--- src/rtl/gdad_pkg.sv ---
// Package for the Gregorian date adder: field widths, calendar tables,
// leap-year helpers and the controller/datapath command and status types.
// No dependencies.
`timescale 1ns / 1ps
`default_nettype none

package gdad_pkg;

   localparam int DAY_W   = 5;
   localparam int MON_W   = 4;
   localparam int YEAR_W  = 14;
   localparam int ADD_W   = 16;
   // day-of-year values reach 366
   localparam int DOY_W   = 9;
   // working year may run past the 14-bit field before it wraps on output
   localparam int EYEAR_W = YEAR_W + 1;
   // year modulo 400, kept as a running residue
   localparam int RES_W   = YEAR_W;

   localparam int YEAR_CYCLE   = 400;
   localparam int REDUCE_STEPS = 6;
   localparam int SHIFT_W      = 3;

   localparam logic [MON_W-1:0] MONTH_JAN = MON_W'(1);
   localparam logic [MON_W-1:0] MONTH_FEB = MON_W'(2);
   localparam logic [MON_W-1:0] MONTH_DEC = MON_W'(12);

   typedef struct packed {
      logic                 load;
      logic                 reduce;
      logic [SHIFT_W-1:0]   shift;
      logic                 calc_doy;
      logic                 span;
      logic                 year_step;
      logic                 month_step;
      logic                 load_rsp;
   } cmd_type;

   typedef struct packed {
      logic fits_year;
      logic past_year;
      logic month_done;
   } sts_type;

   // leap test from the year modulo 400
   function automatic logic leap_res(input logic [DOY_W-1:0] r);
      leap_res = (r[1:0] == 2'b00) && (r != DOY_W'(100)) && (r != DOY_W'(200))
                 && (r != DOY_W'(300));
   endfunction

   function automatic logic [DOY_W-1:0] year_len(input logic leap);
      year_len = leap ? DOY_W'(366) : DOY_W'(365);
   endfunction

   // days before the first of each month in a common year
   function automatic logic [DOY_W-1:0] days_before(input logic [MON_W-1:0] m);
      case (m)
         4'd1:    days_before = DOY_W'(0);
         4'd2:    days_before = DOY_W'(31);
         4'd3:    days_before = DOY_W'(59);
         4'd4:    days_before = DOY_W'(90);
         4'd5:    days_before = DOY_W'(120);
         4'd6:    days_before = DOY_W'(151);
         4'd7:    days_before = DOY_W'(181);
         4'd8:    days_before = DOY_W'(212);
         4'd9:    days_before = DOY_W'(243);
         4'd10:   days_before = DOY_W'(273);
         4'd11:   days_before = DOY_W'(304);
         4'd12:   days_before = DOY_W'(334);
         default: days_before = DOY_W'(0);
      endcase
   endfunction

   function automatic logic [DOY_W-1:0] month_len(input logic [MON_W-1:0] m,
                                                  input logic leap);
      case (m)
         4'd2:                   month_len = leap ? DOY_W'(29) : DOY_W'(28);
         4'd4, 4'd6, 4'd9, 4'd11: month_len = DOY_W'(30);
         default:                month_len = DOY_W'(31);
      endcase
   endfunction

endpackage

`default_nettype wire

--- src/rtl/gdad_req_if.sv ---
// Request channel of the Gregorian date adder: valid/ready plus start date fields.
// Depends on gdad_pkg.
`timescale 1ns / 1ps
`default_nettype none

interface gdad_req_if;
   logic                          valid;
   logic                          ready;
   logic [gdad_pkg::DAY_W-1:0]    start_day;
   logic [gdad_pkg::MON_W-1:0]    start_month;
   logic [gdad_pkg::YEAR_W-1:0]   start_year;
   logic [gdad_pkg::ADD_W-1:0]    days_to_add;

   modport source (output valid, start_day, start_month, start_year, days_to_add,
                   input ready);
   modport sink (input valid, start_day, start_month, start_year, days_to_add,
                 output ready);
endinterface

`default_nettype wire

--- src/rtl/gdad_rsp_if.sv ---
// Response channel of the Gregorian date adder: valid/ready plus end date fields.
// Depends on gdad_pkg.
`timescale 1ns / 1ps
`default_nettype none

interface gdad_rsp_if;
   logic                          valid;
   logic                          ready;
   logic [gdad_pkg::DAY_W-1:0]    end_day;
   logic [gdad_pkg::MON_W-1:0]    end_month;
   logic [gdad_pkg::YEAR_W-1:0]   end_year;

   modport source (output valid, end_day, end_month, end_year, input ready);
   modport sink (input valid, end_day, end_month, end_year, output ready);
endinterface

`default_nettype wire

--- src/rtl/gregorian_date_add_days.sv ---
// Top level of the Gregorian date adder: controller plus datapath on
// valid/ready request and response channels.
// Depends on gdad_pkg, gdad_req_if, gdad_rsp_if, gdad_ctrl, gdad_dpath.
//
//   channel  dir  handshake     payload
//   req_if   in   valid/ready   start_day, start_month, start_year, days_to_add
//   rsp_if   out  valid/ready   end_day, end_month, end_year
//
// One request at a time: the request is accepted, the year is reduced mod 400,
// then the day of year and the rest of the start year are computed, whole
// years are stepped one at a time, months are walked, and the response register
// is loaded. Synchronous active-high reset clears the controller. A new request
// is taken while a result waits on rsp_if.
`timescale 1ns / 1ps
`default_nettype none

module gregorian_date_add_days (
   input wire logic   clock,
   input wire logic   reset,
   gdad_req_if.sink   req_if,
   gdad_rsp_if.source rsp_if
);
   import gdad_pkg::*;

   cmd_type cmd;
   sts_type sts;

   // sequencing
   gdad_ctrl u_ctrl (
      .clock     (clock),
      .reset     (reset),
      .req_valid (req_if.valid),
      .req_ready (req_if.ready),
      .rsp_valid (rsp_if.valid),
      .rsp_ready (rsp_if.ready),
      .cmd       (cmd),
      .sts       (sts)
   );

   // arithmetic and storage
   gdad_dpath u_dpath (
      .clock       (clock),
      .reset       (reset),
      .cmd         (cmd),
      .sts         (sts),
      .start_day   (req_if.start_day),
      .start_month (req_if.start_month),
      .start_year  (req_if.start_year),
      .days_to_add (req_if.days_to_add),
      .end_day     (rsp_if.end_day),
      .end_month   (rsp_if.end_month),
      .end_year    (rsp_if.end_year)
   );

endmodule

`default_nettype wire

--- src/rtl/gdad_ctrl.sv ---
// Controller of the Gregorian date adder: sequences residue reduction,
// day-of-year, year and month steps, and owns the response valid flag.
// Depends on gdad_pkg.
`timescale 1ns / 1ps
`default_nettype none

module gdad_ctrl (
   input  wire logic              clock,
   input  wire logic              reset,
   input  wire logic              req_valid,
   output logic                   req_ready,
   output logic                   rsp_valid,
   input  wire logic              rsp_ready,
   output gdad_pkg::cmd_type      cmd,
   input  wire gdad_pkg::sts_type sts
);
   import gdad_pkg::*;

   localparam logic [2:0] ST_IDLE   = 3'd0;
   localparam logic [2:0] ST_REDUCE = 3'd1;
   localparam logic [2:0] ST_DOY    = 3'd2;
   localparam logic [2:0] ST_SPAN   = 3'd3;
   localparam logic [2:0] ST_YEARS  = 3'd4;
   localparam logic [2:0] ST_MONTHS = 3'd5;
   localparam logic [2:0] ST_EMIT   = 3'd6;

   localparam logic [SHIFT_W-1:0] SHIFT_TOP = SHIFT_W'(REDUCE_STEPS - 1);

   logic [2:0]         state_ff, state_in;
   logic [SHIFT_W-1:0] shift_ff, shift_in;
   logic               out_full_ff, out_full_in;

   // next state and commands
   always_comb begin
      state_in    = state_ff;
      shift_in    = shift_ff;
      out_full_in = out_full_ff && !rsp_ready;
      cmd         = '0;
      cmd.shift   = shift_ff;
      unique case (state_ff)
         ST_IDLE: begin
            if (req_valid) begin
               cmd.load = 1'b1;
               shift_in = SHIFT_TOP;
               state_in = ST_REDUCE;
            end
         end
         ST_REDUCE: begin
            cmd.reduce = 1'b1;
            if (shift_ff == '0) begin
               state_in = ST_DOY;
            end else begin
               shift_in = shift_ff - SHIFT_W'(1);
            end
         end
         ST_DOY: begin
            cmd.calc_doy = 1'b1;
            state_in     = ST_SPAN;
         end
         ST_SPAN: begin
            cmd.span = 1'b1;
            state_in = sts.fits_year ? ST_MONTHS : ST_YEARS;
         end
         ST_YEARS: begin
            cmd.year_step = 1'b1;
            if (!sts.past_year) begin
               state_in = ST_MONTHS;
            end
         end
         ST_MONTHS: begin
            cmd.month_step = 1'b1;
            if (sts.month_done) begin
               state_in = ST_EMIT;
            end
         end
         ST_EMIT: begin
            if (!out_full_ff || rsp_ready) begin
               cmd.load_rsp = 1'b1;
               out_full_in  = 1'b1;
               state_in     = ST_IDLE;
            end
         end
         default: begin
            state_in = ST_IDLE;
         end
      endcase
   end

   // state registers
   always_ff @(posedge clock) begin
      if (reset) begin
         state_ff    <= ST_IDLE;
         shift_ff    <= '0;
         out_full_ff <= 1'b0;
      end else begin
         state_ff    <= state_in;
         shift_ff    <= shift_in;
         out_full_ff <= out_full_in;
      end
   end

   assign req_ready = (state_ff == ST_IDLE);
   assign rsp_valid = out_full_ff;

   // a finished result is never dropped while the response register is full
   a_no_overwrite: assert property (@(posedge clock) disable iff (reset)
      cmd.load_rsp |-> (!out_full_ff || rsp_ready))
      else $error("response register overwritten");

   // a loaded response is presented in the next cycle
   a_rsp_after_load: assert property (@(posedge clock) disable iff (reset)
      cmd.load_rsp |=> rsp_valid)
      else $error("response not presented after load");

   // reduction always runs the full number of steps before day of year
   a_reduce_len: assert property (@(posedge clock) disable iff (reset)
      cmd.calc_doy |-> ($past(cmd.reduce) && $past(cmd.shift) == '0))
      else $error("residue reduction cut short");

endmodule

`default_nettype wire

--- src/rtl/gdad_dpath.sv ---
// Datapath of the Gregorian date adder: request registers, year-mod-400 residue,
// day-of-year arithmetic, year and month stepping, response registers.
// Depends on gdad_pkg.
`timescale 1ns / 1ps
`default_nettype none

module gdad_dpath (
   input  wire logic                          clock,
   input  wire logic                          reset,
   input  wire gdad_pkg::cmd_type             cmd,
   output gdad_pkg::sts_type                  sts,
   input  wire logic [gdad_pkg::DAY_W-1:0]    start_day,
   input  wire logic [gdad_pkg::MON_W-1:0]    start_month,
   input  wire logic [gdad_pkg::YEAR_W-1:0]   start_year,
   input  wire logic [gdad_pkg::ADD_W-1:0]    days_to_add,
   output logic [gdad_pkg::DAY_W-1:0]         end_day,
   output logic [gdad_pkg::MON_W-1:0]         end_month,
   output logic [gdad_pkg::YEAR_W-1:0]        end_year
);
   import gdad_pkg::*;

   logic [DAY_W-1:0]   day_ff;
   logic [MON_W-1:0]   mon_ff;
   logic [ADD_W-1:0]   add_ff;
   logic [EYEAR_W-1:0] year_ff;
   logic [RES_W-1:0]   res_ff;
   logic [DOY_W-1:0]   doy_ff;
   logic [DOY_W-1:0]   edoy_ff;
   logic [MON_W-1:0]   month_ff;
   logic [DAY_W-1:0]   rsp_day_ff;
   logic [MON_W-1:0]   rsp_month_ff;
   logic [YEAR_W-1:0]  rsp_year_ff;

   logic               leap;
   logic [RES_W-1:0]   sub_val;
   logic [RES_W-1:0]   res_bump;
   logic [DOY_W-1:0]   ylen;
   logic [DOY_W-1:0]   rest;
   logic [DOY_W-1:0]   doy_sum;
   logic [DOY_W-1:0]   mlen;

   // leap flag and year length from the residue
   assign leap = leap_res(res_ff[DOY_W-1:0]);
   assign ylen = year_len(leap);

   // one restoring step of year mod 400
   assign sub_val  = RES_W'(YEAR_CYCLE) << cmd.shift;
   // residue follows the working year as it advances
   assign res_bump = (res_ff == RES_W'(YEAR_CYCLE - 1)) ? '0 : res_ff + RES_W'(1);

   // day of year of the start date
   assign doy_sum = DOY_W'(day_ff) + days_before(mon_ff)
                    + DOY_W'((mon_ff > MONTH_FEB) && leap);

   // days left in the start year
   assign rest = ylen - doy_ff;

   assign mlen = month_len(month_ff, leap);

   // status back to the controller
   always_comb begin
      sts.fits_year  = (add_ff <= ADD_W'(rest));
      sts.past_year  = (add_ff > ADD_W'(ylen));
      sts.month_done = (edoy_ff <= mlen) || (month_ff == MONTH_DEC);
   end

   // working registers
   always_ff @(posedge clock) begin
      if (cmd.load) begin
         day_ff   <= start_day;
         mon_ff   <= start_month;
         add_ff   <= days_to_add;
         year_ff  <= EYEAR_W'(start_year);
         res_ff   <= start_year;
         month_ff <= MONTH_JAN;
      end
      if (cmd.reduce && (res_ff >= sub_val)) begin
         res_ff <= res_ff - sub_val;
      end
      if (cmd.calc_doy) begin
         doy_ff <= doy_sum;
      end
      if (cmd.span) begin
         if (sts.fits_year) begin
            edoy_ff <= doy_ff + add_ff[DOY_W-1:0];
         end else begin
            add_ff  <= add_ff - ADD_W'(rest);
            year_ff <= year_ff + EYEAR_W'(1);
            res_ff  <= res_bump;
         end
      end
      if (cmd.year_step) begin
         if (sts.past_year) begin
            add_ff  <= add_ff - ADD_W'(ylen);
            year_ff <= year_ff + EYEAR_W'(1);
            res_ff  <= res_bump;
         end else begin
            edoy_ff <= add_ff[DOY_W-1:0];
         end
      end
      // peel off one month; december never advances further
      if (cmd.month_step && (edoy_ff > mlen)) begin
         edoy_ff <= edoy_ff - mlen;
         if (month_ff != MONTH_DEC) begin
            month_ff <= month_ff + MON_W'(1);
         end
      end
   end

   // response registers
   always_ff @(posedge clock) begin
      if (cmd.load_rsp) begin
         rsp_day_ff   <= edoy_ff[DAY_W-1:0];
         rsp_month_ff <= month_ff;
         rsp_year_ff  <= year_ff[YEAR_W-1:0];
      end
   end

   assign end_day   = rsp_day_ff;
   assign end_month = rsp_month_ff;
   assign end_year  = rsp_year_ff;

   // residue is fully reduced before it is used for leap tests
   a_res_reduced: assert property (@(posedge clock) disable iff (reset)
      cmd.calc_doy |-> (res_ff < RES_W'(YEAR_CYCLE)))
      else $error("year residue not reduced");

   // start day of year never exceeds the year length
   a_doy_range: assert property (@(posedge clock) disable iff (reset)
      cmd.span |-> (doy_ff <= ylen))
      else $error("day of year past year end");

   // month walk stays inside the year
   a_month_range: assert property (@(posedge clock) disable iff (reset)
      cmd.month_step |-> ((month_ff >= MONTH_JAN) && (month_ff <= MONTH_DEC)
                          && (edoy_ff <= DOY_W'(366))))
      else $error("month walk out of range");

endmodule

`default_nettype wire
--- src/flat_wrapper.sv ---
// flat-port wrapper written by rule: the top's interface ports become plain ports
module gregorian_date_add_days_flat import gdad_pkg::*;
  (clock, reset, req_if_valid, req_if_start_day, req_if_start_month, req_if_start_year, req_if_days_to_add, req_if_ready, rsp_if_valid, rsp_if_end_day, rsp_if_end_month, rsp_if_end_year, rsp_if_ready);
  gdad_req_if req_if_i ();
  gdad_rsp_if rsp_if_i ();
  input wire logic clock;
  input wire logic reset;
  input wire logic [$bits(req_if_i.valid)-1:0] req_if_valid;
  input wire logic [$bits(req_if_i.start_day)-1:0] req_if_start_day;
  input wire logic [$bits(req_if_i.start_month)-1:0] req_if_start_month;
  input wire logic [$bits(req_if_i.start_year)-1:0] req_if_start_year;
  input wire logic [$bits(req_if_i.days_to_add)-1:0] req_if_days_to_add;
  output wire logic [$bits(req_if_i.ready)-1:0] req_if_ready;
  output wire logic [$bits(rsp_if_i.valid)-1:0] rsp_if_valid;
  output wire logic [$bits(rsp_if_i.end_day)-1:0] rsp_if_end_day;
  output wire logic [$bits(rsp_if_i.end_month)-1:0] rsp_if_end_month;
  output wire logic [$bits(rsp_if_i.end_year)-1:0] rsp_if_end_year;
  input wire logic [$bits(rsp_if_i.ready)-1:0] rsp_if_ready;
  assign req_if_i.valid = req_if_valid;
  assign req_if_i.start_day = req_if_start_day;
  assign req_if_i.start_month = req_if_start_month;
  assign req_if_i.start_year = req_if_start_year;
  assign req_if_i.days_to_add = req_if_days_to_add;
  assign req_if_ready = req_if_i.ready;
  assign rsp_if_valid = rsp_if_i.valid;
  assign rsp_if_end_day = rsp_if_i.end_day;
  assign rsp_if_end_month = rsp_if_i.end_month;
  assign rsp_if_end_year = rsp_if_i.end_year;
  assign rsp_if_i.ready = rsp_if_ready;
  gregorian_date_add_days u_core (.clock(clock), .reset(reset), .req_if(req_if_i), .rsp_if(rsp_if_i));
endmodule
--- config.mk ---
export PLATFORM = sky130hd
export DESIGN_NAME = gregorian_date_add_days_flat
export DESIGN_NICKNAME = d
export VERILOG_FILES = /design/src/rtl/gdad_pkg.sv /design/src/rtl/gdad_req_if.sv /design/src/rtl/gdad_rsp_if.sv /design/src/rtl/gregorian_date_add_days.sv /design/src/rtl/gdad_ctrl.sv /design/src/rtl/gdad_dpath.sv /design/src/flat_wrapper.sv
export SDC_FILE = /design/constraint.sdc
export NUM_CORES = 1
export LEC_CHECK = 0
export BUFFER_PORTS_ARGS = -buffer_cell sky130_fd_sc_hd__clkbuf_2
export CAP_MARGIN = 40
export CORE_MARGIN = 2
export CORE_UTILIZATION = 45
export CTS_CLUSTER_SIZE = 14
export DETAILED_ROUTE_END_ITERATION = 6
export GPL_TIMING_DRIVEN = 0
export MAX_ROUTING_LAYER = met4
export PLACE_DENSITY = 0.73
export SYNTH_ARGS = -nofsm -noshare
export SYNTH_HDL_FRONTEND = slang
export SYNTH_SLANG_ARGS = --single-unit
--- constraint.sdc ---
create_clock -name clock -period 5.4 [get_ports clock]
set_clock_uncertainty 0.1 [all_clocks]
set_input_delay 0.27 -clock clock [delete_from_list [all_inputs] [get_ports clock]]
set_output_delay 0.27 -clock clock [all_outputs]
set_load 0.02 [all_outputs]
==> results.cfg <==
[status]
status = finished clean

[synth]
synth_ff_type = dfxtp_1
synthTopCellsByCount = nand2_1 (107), dfxtp_1 (73), nor2_1 (62)
synth_top_cell_by_area = dfxtp_1
ys_warn_count = 0
synth_area_leaders = dfxtp_1 (20%), edfxtp_1 (17%), ha_1 (9.7%)
synth_edf_count = 41
yosysSeqAreaShare_pct = 36.5
syn_area_sq_um = 7370
synth_fp_nets = 936
synthArstFlopShare_pct = 0
synth-seq-cells = 114
netlist.area_leader.share_pct = 19.8
synthCells = 829
avgSynthCellArea_sq_um = 8.89
synth_most_common_cell = nand2_1
yosysUniqueCellTypes = 74

[placed_design]
portBuffers = 67
place_hpwl_um = 14400
pre_cts_slack_ps = -671
gp_congestion = 0.929
post_dp_cell_area_sq_um = 8020

[drt]
vias_per_cell = 5.71
firstDrtPassIters = 6
dr.first_iter.drc_count = 624
antenna_left = 0
wl_met2_um = 8840
wl_met3_um = 1200
vias = 6637
drc = 0
met1_length_um = 8760
drt_wl_total_um = 19100
drt-wirelength-per-cell_um = 16.5
route.top_layer_used = met4

[timing]
maxSlewViolCount = 0
holdWs_ps = 14.8
post-route-min-period_ps = 5130
period_share_pct = 95.0
fin_ws_ps = 268
slew_headroom_pct = 41.7
clock.fmax_ghz = 0.195
setup_viol = 0
hold_viol = 0
worstMarginPinSlew_ps = 851
tns_ps = 0

[setup_path]
critPathMaxFanout = 10
critPathRequiredTime_ps = 5580
worstSetupEndpointType = flip-flop
crit_chain = buf_6 > or3b_2 > a211oi_2 > a21oi_1 > o21ai_2 > inv_2 > ha_1 > fa_2 > and3_1 > o21a_1 > a21oi_2 > xnor2_1 > ha_1 > and4_1 > and4_1 > o21ai_1 > and3_1 > clkbuf_4 > buf_6 > clkbuf_4 > a21oi_1 > a21oi_1 > mux2i_1
worst_ep_arrival_time_ps = 5320
worst-setup-path-type = reg -> reg
path_buf_inv = 5
path_delay_family = simple AND/OR/NAND/NOR gates
cp_slowest_cell = or3b_2
startpoint = u_core.u_dpath.res_ff[6]
max_stage_delay_ps = 460
r2r-start = u_core.u_dpath.res_ff[6]
cpMostUsedCell = a21oi_1
cp-start-kind = flip-flop

[clock_tree]
clk_pin_slew_ps = 50
h-tree-depth = 4
cts-buffers-inserted = 17
cts_root_buf = clkbuf_16
cts_num_sinks = 114
cts.path.max_buffers = 2
cts_tree = yes
clk_latency_ps = 420

[global_routing]
grt_pass1_wl_um = 31100
overflow = 0
antenna_found_initial = 0
grt_max_degree = 17
grt_pass1_vias = 6180
grt.total_usage_pct = 22.9

[floorplanning]
ios = 68
die_height_um = 132
die_area_sq_um = 17400
start_util_pct = 46.2
rows = 46
core_area_sq_um = 15900
die_w_um = 132

[finish]
n_antenna_cell = 0
area_growth_pct = 18.5
drive_gt1_share_pct = 16.0
nets = 1041
fin_area_sq_um = 8740

[job]
maxCapViolations = 0

[worst_hold_path]
hold_class = in -> reg
worstHoldStart = req_if_start_year[3]

[power]
p_leak_nw = 3.70
powerDensity_nw_per_um2 = 656
fin_total_pwr_w = 0.00573
peakVddDrop_v = 0.000338
[path summary, 6_finish.rpt]
check                                end  slack [ps]  cells after the start
min             u_core.u_dpath.res_ff[3]          10                      2
max             u_core.u_dpath.add_ff[1]         270                     23
max reg2reg     u_core.u_dpath.add_ff[1]         270                     23
min reg2reg  u_core.u_dpath.end_year[13]         360                      0
[power by group]
part	total [W]	switching (W)	leakage [nW]	internal (W)
sequential	0.00161	0.000375	0.980	0.00123
clock	0.00103	0.000392	0.259	0.000634
combinational	0.00310	0.00173	2.46	0.00137
total	0.00573	0.00249	3.70	0.00324
[metal layers]
layer	vias up	GRT usage, %
li1	3252	-
met3	31	3.73
met5	-	-
met2	252	36.1
met4	0	8.09
met1	3102	29.8
[registers in the layout, indices dropped and copies added (netlist names), named ones only]
name / flops
u_core.u_ctrl.shift_ff: 3
u_core.u_ctrl.state_ff: 3
u_core.u_dpath.end_day: 5
u_core.u_dpath.res_ff: 14
u_core.u_dpath.end_year: 14
u_core.u_dpath.year_ff: 14
u_core.u_dpath.add_ff: 16
u_core.u_dpath.end_month: 4
u_core.u_dpath.doy_ff: 9
u_core.u_dpath.mon_ff: 4
u_core.u_ctrl.rsp_valid: 1
u_core.u_dpath.month_ff: 4
u_core.u_dpath.edoy_ff: 9
u_core.u_dpath.day_ff: 5
[area by class of cell]
class / count / area [sq um]
Tap cell: 216 / 270
Sequential cell: 114 / 2690
Clock inverter: 11 / 90.1
Timing Repair Buffer: 86 / 503
Buffer: 29 / 148
Multi-Input combinational cell: 652 / 4460
Inverter: 34 / 128
Clock buffer: 20 / 447
Fill cell: 1455 / 7210
[kinds of logic (layout without fill, tap and decap cells)]
logic type / after synthesis / count (layout) / share of synthesized area, %
fa+ha+maj: 64 / 64 / 11.6
mux: 19 / 19 / 2.61
buf+inv: 63 / 180 / 3.53
xor+xnor: 52 / 52 / 6.18
flops: 114 / 114 / 36.5
simple gates: 286 / 286 / 18.5
compound gates: 231 / 231 / 21.1
[stage by stage]
step | utilization, % | std cells
after floorplan | - | 829
after global placement | 50.0 | 1112
after detailed placement | 50.3 | 1117
after CTS | 54.4 | 1158
after global routing | 54.8 | 1162
final | 54.8 | 1162
[placed cells by master, fill, tap and decap left out, types with 6 or more instances in the layout]
| cell type | n |
|---|---|
| o221a_2 | 8 |
| a211o_1 | 6 |
| dfxtp_1 | 73 |
| and3_1 | 13 |
| a21o_1 | 14 |
| nor2b_1 | 12 |
| inv_1 | 32 |
| nand3_1 | 26 |
| xnor2_1 | 30 |
| clkbuf_2 | 69 |
| o22ai_1 | 14 |
| clkbuf_1 | 18 |
| a211oi_1 | 11 |
| ha_1 | 57 |
| mux2i_1 | 17 |
| edfxtp_1 | 41 |
| clkbuf_16 | 17 |
| xor2_1 | 22 |
| nor3_1 | 18 |
| dlygate4sd3_1 | 9 |
| nor2_1 | 62 |
| buf_4 | 7 |
| a21oi_1 | 53 |
| o21ai_0 | 49 |
| nand4_1 | 8 |
| nand2_1 | 107 |
| fa_1 | 6 |
| o21a_1 | 8 |
[what timing repair did]
item / 4_1_cts / 5_1_grt
endpoints found under the hold margin: 9 / 0
gates resized for setup: 7 / 12
setup buffers: 1 / 4
hold buffers: 9 / 0
endpoints found under the setup margin: 52 / 53
pin swaps: 1 / 3
Power figures use the tool's default switching activity.
